### config.mk
export PLATFORM = sky130hd
export DESIGN_NAME = stb_ram
export DESIGN_NICKNAME = d
export VERILOG_FILES = /design/src/design/stb_ram.sv
export SDC_FILE = /design/constraint.sdc
export NUM_CORES = 1
export LEC_CHECK = 0
export ABC_AREA = 1
export BUFFER_PORTS_ARGS = -buffer_cell sky130_fd_sc_hd__buf_2
export CORE_MARGIN = 10
export CORE_UTILIZATION = 60
export CTS_BUF_LIST = sky130_fd_sc_hd__clkbuf_8
export CTS_CLUSTER_SIZE = 10
export DETAILED_ROUTE_END_ITERATION = 8
export GPL_TIMING_DRIVEN = 1
export PLACE_DENSITY_LB_ADDON = 0.25
export SYNTH_ARGS = -nofsm -noshare
export SYNTH_HDL_FRONTEND = slang
export SYNTH_SLANG_ARGS = --single-unit
### constraint.sdc
create_clock -name aclk -period 4.2 [get_ports aclk]
set_input_delay 0.63 -clock aclk [delete_from_list [all_inputs] [get_ports aclk]]
set_output_delay 0.63 -clock aclk [all_outputs]
set_load 0.02 [all_outputs]
### src/design/stb_ram.sv
// ----------------------------------------------------------------------------
// stb_ram
// Generic single-port synchronous RAM with a registered read port.
// ----------------------------------------------------------------------------
module stb_ram #(
    parameter int WIDTH = 8,
    parameter int DEPTH = 16
) (
    input  logic                     aclk,
    input  logic                     we,
    input  logic [$clog2(DEPTH)-1:0] addr,
    input  logic [WIDTH-1:0]         wdata,
    output logic [WIDTH-1:0]         rdata
);

    logic [WIDTH-1:0] mem [DEPTH];

    // write port and registered read
    always_ff @(posedge aclk) begin
        if (we) begin
            mem[addr] <= wdata;
        end
        rdata <= mem[addr];
    end

endmodule

# Word-level counts from Yosys, hierarchy flattened
# Memories as Yosys holds them, arrays and structs flattened. A register that Yosys moved wholly into a read port is not among the register bits.
# Cells that the tools add are included.
[op_classes] mux=2
[op_table] cell="$mux W1" count=2
[totals] ramBits=128 wordCells=3 out_inout_bits=8 register_bits=0 n_memories=1 in_bits=14
[mem_list] name="mem" depth=16 word_bits=8 rd=1 rd_ports_with_merged_regs=1 wr=1 line="16" rtl="logic [WIDTH-1:0] mem [DEPTH];"

# Longest topological paths before layout
# Gate-level depths: netlist of the first run.
[depth] word_depth=2 depth_mapped=11

# Least setup slack after synthesis of the first run
# OpenSTA, ideal clock, no wires.
[synth_path] path_kind="input-to-reg" startpoint="input port addr[1]" endpoint="memory mem[3][0] (enable)" required_ps=3830 arrival_ps=1637 slack_ps=2193 stages=4 cell_sequence="buf_2 -> clkbuf_1 -> nand3_1 -> nor2_1"
[synth_rtl] item="from (decl)" line="11" rtl="input logic [$clog2(DEPTH)-1:0] addr,"
[synth_rtl] item="to (decl)" line="16"
# Straight into the memory's write port.

# Final worst setup path of the first run
[layout_path] startpoint="input port addr[0]" endpoint="memory mem[2][0] (enable)"
# Straight into the memory's write port.

==> results of run 1 <==
## power by group through the flow
stage          Combinational (mW)  Clock [mW]  Sequential (mW)
2_1_floorplan               0.105           0             1.56
3_3_place_gp                0.178           0             1.55
3_5_place_dp                0.182           0             1.55
4_1_cts                     0.183        1.23             1.52
5_1_grt                     0.209        1.29             1.53
6_report                    0.182        1.22             1.52
## sequential cells by signal, indices dropped and copies added (netlist names)
| name | count |
|---|---|
| mem | 128 |
| rdata | 8 |
## cells in the mapped netlist, drive strengths merged
cell type  count
nor2          18
clkbuf         3
clkinv         1
edfxtp       128
inv           22
nand3          4
dfxtp          8
nand2        346
buf           18
## final timing paths
kind / cells past startpoint / end / startpoint
worst max-delay path: 4 / mem[2][0]$_DFFE_PP_ / addr[0]
worst min-delay path: 1 / mem[8][7]$_DFFE_PP_ / wdata[7]
worst max register to register: 8 / rdata[1]$_DFF_P_ / mem[7][1]$_DFFE_PP_
worst min register to register: 8 / rdata[5]$_DFF_P_ / mem[0][5]$_DFFE_PP_
## cell families (layout without fill, tap and decap cells)
logic type	Yosys count	count (layout)	synth area share [%]
simple gates	368	368	24.8
flops	136	136	71.6
buf+inv	44	79	3.62
## worst register-to-register path: cells and delay by family (launching register included)
family / cells / cell delay [ns]
and+or+nand+nor: 7 / 0.47
buffers and inverters: 1 / 0.07
DFF: 1 / 0.37
## metal layers
metal	share of wire [%]	track usage, %	vias to the layer above
met1	44	23.8	1715
met5	0	0	-
met2	47	28.7	147
met4	1.5	7.83	0
met3	7.7	4.67	10
li1	-	-	1793
## area by class of cell
class	count	area, µm²
Timing Repair Buffer	24	128
Fill cell	675	2950
Sequential cell	136	4000
Tap cell	111	139
Multi-Input combinational cell	368	1390
Inverter	23	86.3
Clock buffer	17	234
Clock inverter	15	225
## stage by stage
stage	cell area, µm²	instances	setup WS (ns)	total power, mW	util (%)
2_1_floorplan	5590	548	2.19	1.67	-
4_1_cts	6200	694	1.97	2.94	67.8
3_3_place_gp	5740	662	1.57	1.73	62.7
5_1_grt	6200	694	1.73	3.02	67.8
6_report	6200	694	1.92	2.93	67.8
3_5_place_dp	5740	662	1.51	1.74	62.7
==> impl_results.md, run 1 <==
- Die width: 117 µm
- Cells after synthesis: 548
- Post-route setup TNS: 0 ns
- Final wirelength: 11.3 mm
- Initial antenna violation count: 0
- Highest-count cells in the layout ignoring fill and taps: nand2_1, edfxtp_1, inv_1
- Full die area: between 0.01 and 0.015 mm²
- Cell Rows: 35
- Syn Area/Cell: 10.2 µm²
- Critical Path AT: roughly 2.3 ns
- Core area: 0.00915 mm²
- Crit Path Max Fanout: 39
- Gp weighted congestion: between 0.7 and 0.8
- CP bufs+invs: 2
- Global-route wire length before repair: 18.8 mm
- Critical path class: input pin to register
- Sequential power share: 52.1%
- Syn Nets: 562
- Starting DRT DRC Count: 314
- Routed len/inst: ~16 µm
- Worst ir drop on vdd: 292 µV
- Largest net degree at the start of global routing: 41
- R2R setup slack: 3.19 ns
- Max-slew headroom: 46.9%
- Synth Warn #: 0
- Static Leak: 2.67 nW
- Postcts setup bufs: 0
- Synth area leaders: edfxtp_1, nand2_1, dfxtp_1
- P&R area growth vs syn: 10.9%
- Clk pin slew, worst setup/hold paths: 0.09 ns
- Hold WS: between 0.6 and 0.7 ns
- Final setup vio count: 0
- Congestion Overflow GR: 0
- P_sw: ~650 µW
- CTS Buf Count: 17
- Sw frac: 22.3%
- Ports: 22
- Cts hold-fix bufs: 0
- CP Launch Type: input pin
- Clock Tree Root: clkbuf_8
- Antenna Nets Post-Route: 0
- Clk pwr share: 41.7%
- ANT cells: 0
- Yosys top cell area share: slightly below 70%
- Initial Util: 61.1%
- CTS tree: done
- Pwr dens: roughly 470 mW/mm²
- Level count of the clock H-tree: 4
- Number of max-cap violations: 0
- Vias in the first global route: 3692
- Seq cells post-synth: 136
- Hold WC Path Type: input pin to register
- GRT Total Usage: around 18%
- Die Y-Extent: between 100 and 150 µm
- Clk sink count: 136
- Synth area leader: edfxtp_1
- Ratio of cells with drive above 1 in the final layout: under 10%
- CP max stage cell: nor2_1
- Worst Skew: about 0.022 ns
- Fin. Hold Viols: 0
- Most common cell after layout, fill and taps aside: nand2_1
- Worst skew pair latency: 0.43 ns
- Mapped Area: about 0.0056 mm²
- CP Cell Sequence: buf_2, inv_2, nand3_1, nor2_1
- Post-synthesis sequential area ratio: 71.6%
- Via density: 5.28
- Synth cell types: 11
- Slew @ Worst Pin: 0.793 ns
- Drt pass-1 iters: 5
- Peak per-stage delay on the critical path: 0.64 ns
- IO Port Bufs: 21
- Final net count: 584
- Max Buffers Root-to-Sink: 2
- DR vias: ~3700
- Crit path time final: 2.28 ns
- Fmax: around 0.44 GHz
- Largest delay share family, worst path: simple AND/OR/NAND/NOR gates
- Hpwl dp: around 7 mm
- RSZ-0062 raised after global routing: no
- Outcome: complete, no violations
- Power Internal: ~2.3 mW
- Cts repair resizes: 0
- Residual DRC count: 0
- Req. time, crit path: 4.25 ns
- Fin crit share: 54.4%
- Crit. End Element: register
- Slew Viols, Final: 0
- Comb pwr share: ~6.2%
(Power assumes the default switching activity.)
==> inputs of run 2 (changes only) <==
Settings changed: CORE_UTILIZATION 60 to 57.
Clock period 4.2 ns to 1.9 ns, I/O delays scaled along.
==> run 2 against run 1 <==
  * Die area grew 4.4%
  * Critical path depth shrank 3
  * Count of clock-buffer cells in the layout grew 1
  * Core utilization shrank 2.8 points
  * Power grew 100%
  * Worst hold slack lost 0.34 ns
  * Combinational power grew 140%
  * Clock power grew 70%
  * Global-route usage shrank 1.5 points
  * Cell area grew 1.5%
==> impl_results.md, run 2 (synthesized netlist as in run 1, its figures left out) <==
- Initial Util: 57.8% (-3.4 points)
- Drt pass-1 iters: 5 (unchanged)
- ANT cells: 0 (unchanged)
- Ports: 22 (unchanged)
- Fin. Hold Viols: 0 (unchanged)
- Detail Route met3 WL: 775 µm (-11%)
- Congestion Overflow GR: 0 (unchanged)
- Total power: 5.87 mW (+100%)
- Critical Path AT: 0.93 ns (-1.41 ns)
- Max-slew headroom: 71.9% (+25 points)
- CTS Buf Count: 17 (unchanged)
- Crit path time final: ~1.2 ns
- Core area: 0.00968 mm² (+5.8%)
- Reg area: 0.00400 mm² (unchanged)
- Finished Cell Area: 0.00630 mm² (+1.5%)
- Worst skew pair latency: 0.43 ns (about the same)
- Post-route setup TNS: 0 ns (unchanged)
- Worst Skew: 0.0102 ns (-0.0123 ns)
- Gp weighted congestion: 0.866 (+9.6%)
- Hold WS: 0.277 ns (-0.338 ns)
- Worst R2R Start: mem[6][6]$_DFFE_PP_
- Fin crit share: 63.8%
- Largest net degree at the start of global routing: 33 (-20%)
- Highest-count cells in the layout ignoring fill and taps: nand2_1, edfxtp_1, buf_4
- Final core occ: 65.0% (-2.8 points)
- R2R setup slack: 0.89 ns (-2.30 ns)
- Hold WC Path Type: input pin to register
- CP max stage cell: dfxtp_1
- Routed len/inst: 16.1 µm (-1.5%)
- Peak per-stage delay on the critical path: 0.34 ns (-0.30 ns)
- Crit. End Element: output port
- Comb pwr share: 7.3% (+1.1 points)
- CP Cell Sequence: buf_2
- Req. time, crit path: 1.62 ns (-2.63 ns)
- Crit path capture: rdata[2]
- Slew Viols, Final: 0 (unchanged)
- WL met2: 5.61 mm (+4.6%)
- RSZ-0062 raised after global routing: no
- Via density: 5.10 (-3.4%)
- CP bufs+invs: 1 (-1)
- DR vias: 3774 (+3.0%)
- Clock Tree Root: clkbuf_8
- Reg with most FFs: mem
- R2R Path End: rdata[6]$_DFF_P_
- Residual DRC count: 0 (unchanged)
- Hpwl dp: 7.59 mm (+9.9%)
- Level count of the clock H-tree: 4 (unchanged)
- Die Y-Extent: 119 µm (+2.2%)
- Power Internal: 4.50 mW (+98%)
- Initial antenna violation count: 0 (unchanged)
- Cts hold-fix bufs: 0 (unchanged)
- Fillers: 745 (+10%)
- Ratio of cells with drive above 1 in the final layout: 12.5% (+2.9 points)
- Fmax: 0.824 GHz
- P&R area growth vs syn: 12.6%
- Sequential power share: 57.4% (+5.3 points)
- Crit Path Max Fanout: 1 (-97%)
- Clk pin slew, worst setup/hold paths: 0.08 ns (about the same)
- Final wirelength: 11.9 mm (+5.1%)
- Top routing layer used: met4
- Vias in the first global route: 3577 (-3.1%)
- Final setup vio count: 0 (unchanged)
- Area of the multi-input gates: 0.00139 mm² (unchanged)
- Clk pwr share: 35.3% (-6.4 points)
- Antenna Nets Post-Route: 0 (unchanged)
- R2R depth: 8 (unchanged)
- Sw frac: 23.3% (+1.0 points)
- Final net count: 608 (+4.1%)
- Most common cell after layout, fill and taps aside: nand2_1
- Wl on met1: 5.34 mm (+8.3%)
- CP Launch Type: register
- P_sw: 1.37 mW (+110%)
- Worst setup path start: rdata[2]$_DFF_P_
- Full die area: 0.0142 mm² (+4.4%)
- Top Registers: mem: 128 flops, rdata: 8 flops
- Static Leak: 2.76 nW (+3.6%)
- GRT Total Usage: 16.8% (-1.5 points)
- Critical path class: register to output port
- Die width: 119 µm (+2.2%)
- Global-route wire length before repair: 18.5 mm (-1.1%)
- Post-DP Area: 0.00595 mm² (+3.6%)
- Largest delay share family, worst path: flip-flops
- CP Depth: 1 (-3)
- Number of max-cap violations: 0 (unchanged)
- Worst ir drop on vdd: 691 µV (+140%)
- Max Buffers Root-to-Sink: 2 (unchanged)
- Postcts setup bufs: 0 (unchanged)
- Clk sink count: 136 (unchanged)
- Largest register FFs: 128 (unchanged)
- Slew @ Worst Pin: 0.422 ns (-0.371 ns)
- Cell Rows: 36 (+2.9%)
- IO Port Bufs: 21 (unchanged)
- Cts repair resizes: 0 (unchanged)
- Pwr dens: 933 mW/mm² (+98%)
- Outcome: complete, no violations
- CTS tree: done
- Starting DRT DRC Count: 418 (+33%)
-- run 2: cell types whose count changed in the layout (fill, tap and decap cells not counted), sizes merged --
cell	delta
buf	+24
clkinv	+3
bufinv	-4
clkinvlp	-1
clkbuf	+1
inv	+1
-- run 2: final cells by class --
type,count,area share [%]
multi-input cells,368,22.0
clock buffers,18,3.93
repair buffers,48,4.89
flip-flops and latches,136,63.6
well taps,133,2.64
inverters,23,1.37
clock inverters,14,1.55
-- run 2: per-stage QoR --
| stage | cells | setup WS, ns |
|---|---|---|
| 2_1_floorplan | 548 | 0.238 |
| 3_5_place_dp | 708 | 0.389 |
| 3_3_place_gp | 708 | 0.386 |
| 4_1_cts | 740 | 0.654 |
| 6_report | 740 | 0.687 |
| 5_1_grt | 740 | 0.656 |
-- run 2: power groups by stage --
| stage | logic (mW) | registers [mW] | clock network (mW) |
|---|---|---|---|
| final | 0.431 | 3.37 | 2.07 |
| after CTS | 0.431 | 3.37 | 2.10 |
| after global placement | 0.427 | 3.43 | 0 |
| after floorplan | 0.231 | 3.46 | 0 |
| after detailed placement | 0.429 | 3.44 | 0 |
| after global routing | 0.483 | 3.37 | 2.22 |
-- run 2: worst min path at each step --
stage / slack [ns] / to / depth (start not counted) / start
2_1_floorplan: 0.38 / mem[0][0]$_DFFE_PP_ / 0 / wdata[0]
3_3_place_gp: 0.69 / rdata[2]$_DFF_P_ / 8 / mem[8][2]$_DFFE_PP_
3_5_place_dp: 0.71 / rdata[7] / 1 / rdata[7]$_DFF_P_
4_1_cts: 0.26 / mem[12][3]$_DFFE_PP_ / 1 / wdata[3]
5_1_grt: 0.27 / mem[12][3]$_DFFE_PP_ / 1 / wdata[3]
6_report: 0.28 / mem[12][3]$_DFFE_PP_ / 1 / wdata[3]
-- run 2: per-layer routing --
layer	track usage (%)	up-vias
met5	0	-
met4	5.88	0
met3	3.59	19
met2	26.5	147
met1	22.6	1763
li1	-	1845
==> inputs of run 3 (changes only) <==
Settings changed: CORE_UTILIZATION 57 to 60.
Clock period 1.9 ns to 1.16 ns, I/O delays scaled along.
==> run 3 against run 2 <==
  * Cell area rose by 3.9%
  * Register-to-register slack got worse by 0.77 ns
  * Critical path depth did not move
  * Clock skew rose by 0.0012 ns
==> impl_results.md, run 3 (synthesized netlist as in run 1, its figures left out) <==
- Cell Rows: 35 (-2.8%)
- P&R area growth vs syn: 16.9%
- Crit path time final: ~1.1 ns
- Peak per-stage delay on the critical path: 0.37 ns (+0.03 ns)
- Sequential power share: 53.4% (-4.0 points)
- Fin crit share: between 90 and 100%
- Largest net degree at the start of global routing: 28 (-15%)
- Fin. Hold Viols: 0 (unchanged)
- Fmax: 0.874 GHz
- Ratio of cells with drive above 1 in the final layout: 16.6% (+4.1 points)
- Congestion Overflow GR: 0 (unchanged)
- CP max stage cell: dfxtp_1
- Hpwl dp: 7.80 mm (+2.7%)
- Crit Path Max Fanout: 1 (unchanged)
- CP Cell Sequence: buf_2
- P_sw: 2.32 mW (+69%)
- Cells after DPL: 681 (-3.8%)
- Starting DRT DRC Count: 253 (-39%)
- Power Internal: 8.02 mW (+78%)
- Worst skew pair latency: 0.43 ns (about the same)
- Max-slew headroom: 73.5% (+1.7 points)
- Non-filler cells, final: 713 (-3.6%)
- Clk sink count: 136 (unchanged)
- CP bufs+invs: 1 (unchanged)
- Via density: 5.09 (-0.17%)
- Comb pwr share: 7.7% (+0.4 points)
- Hold WC Path Type: input pin to register
- Antenna Nets Post-Route: 0 (unchanged)
- Post-route setup TNS: 0 ns (unchanged)
- Max Buffers Root-to-Sink: 2 (unchanged)
- Top Registers: mem: 128 flops, rdata: 8 flops
- Slew @ Worst Pin: 0.397 ns (-0.0253 ns)
- Hold WS: 0.171 ns (-0.106 ns)
- Clock Tree Root: clkbuf_8
- Initial antenna violation count: 0 (unchanged)
- Final setup vio count: 0 (unchanged)
- DR vias: 3630 (-3.8%)
- GRT Total Usage: 18.4% (+1.6 points)
- Total power: 10.3 mW (+76%)
- Gp weighted congestion: 0.838 (-3.2%)
- Number of max-cap violations: 0 (unchanged)
- Outcome: complete, no violations
- Sw frac: 22.4% (-0.91 points)
- Most common cell after layout, fill and taps aside: nand2_1
- Routed len/inst: 16.5 µm (+2.4%)
- Final wirelength: 11.8 mm (-1.3%)
- Highest-count cells in the layout ignoring fill and taps: nand2_1, edfxtp_1, buf_2
- Req. time, crit path: 0.99 ns (-0.63 ns)
- Final net count: 603 (-0.82%)
- Largest register FFs: 128 (unchanged)
- CTS Buf Count: 17 (unchanged)
- Slew Viols, Final: 0 (unchanged)
- Largest delay share family, worst path: flip-flops
- CTS tree: done
- Cts repair resizes: 0 (unchanged)
- Vias in the first global route: 3586 (+0.25%)
- Cts hold-fix bufs: 0 (unchanged)
- Die width: 117 µm (-2.1%)
- Static Leak: 2.77 nW (+0.42%)
- Pwr dens: 1580 mW/mm² (+69%)
- Initial Util: 61.1% (+3.4 points)
- Worst Skew: 0.0114 ns (+0.00122 ns)
- Reg with most FFs: mem
- Critical path class: register to output port
- CP Launch Type: register
- Residual DRC count: 0 (unchanged)
- Level count of the clock H-tree: 4 (unchanged)
- Drt pass-1 iters: 4 (-1)
- Worst ir drop on vdd: 1270 µV (+84%)
- ANT cells: 0 (unchanged)
- Clk pin slew, worst setup/hold paths: 0.08 ns (about the same)
- Full die area: 0.0136 mm² (-4.2%)
- Global-route wire length before repair: 18.7 mm (+0.74%)
- Core area: 0.00915 mm² (-5.5%)
- Clk pwr share: 38.9% (+3.6 points)
- Crit. End Element: output port
- Postcts setup bufs: 0 (unchanged)
- RSZ-0062 raised after global routing: no
- Ports: 22 (unchanged)
- Die Y-Extent: 117 µm (-2.1%)
- Critical Path AT: 0.97 ns (+0.04 ns)
- IO Port Bufs: 21 (unchanged)
[run 3: changes by cell type in the layout (fill, tap and decap cells not counted), moves of 4 or more]
cell / delta
buf_12: +4
nor2_4: +16
nor2_1: -18
nand3_4: +4
buf_4: -9
nand3_1: -4
inv_1: -6
[run 3: worst paths after layout]
| check | start | endpoint | slack, ns | cells past startpoint |
|---|---|---|---|---|
| worst max-delay path | rdata[5]$_DFF_P_ | rdata[5] | 0.02 | 1 |
| worst min-delay path | wdata[3] | mem[9][3]$_DFFE_PP_ | 0.17 | 1 |
| worst max register to register | mem[14][6]$_DFFE_PP_ | rdata[6]$_DFF_P_ | 0.12 | 8 |
| worst min register to register | mem[13][5]$_DFFE_PP_ | rdata[5]$_DFF_P_ | 0.72 | 8 |
[run 3: cell type report]
cell class | count | area [µm²]
Clock buffer | 20 | 275
Clock inverter | 12 | 149
Fill cell | 636 | 2610
Inverter | 23 | 91.3
Multi-Input combinational cell | 368 | 1560
Sequential cell | 136 | 4000
Tap cell | 111 | 139
Timing Repair Buffer | 43 | 320
[run 3: layer usage]
metal,vias to the layer above,global-route usage [%],wire (µm)
met1,1683,24.8,5460
met2,96,29.4,5510
met5,-,0,0
met3,14,3.85,599
met4,0,6.01,194
li1,1837,-,-
[run 3: power by group through the flow]
stage	registers (mW)	logic, mW	clock network (mW)
after global routing	5.52	0.883	4.30
after CTS	5.52	0.799	4.04
after detailed placement	5.63	0.793	0
after global placement	5.62	0.776	0
after floorplan	5.66	0.438	0
final	5.52	0.797	4.02
[run 3: metrics by stage]
stage / area, µm² / setup slack, ns / util, %
final: 6540 / 0.0157 / 71.5
after global routing: 6540 / 0.00723 / 71.5
after CTS: 6540 / 0.0145 / 71.5
after detailed placement: 6120 / -0.195 / 66.8
after global placement: 6120 / -0.116 / 66.8
after floorplan: 5800 / 0.00639 / -
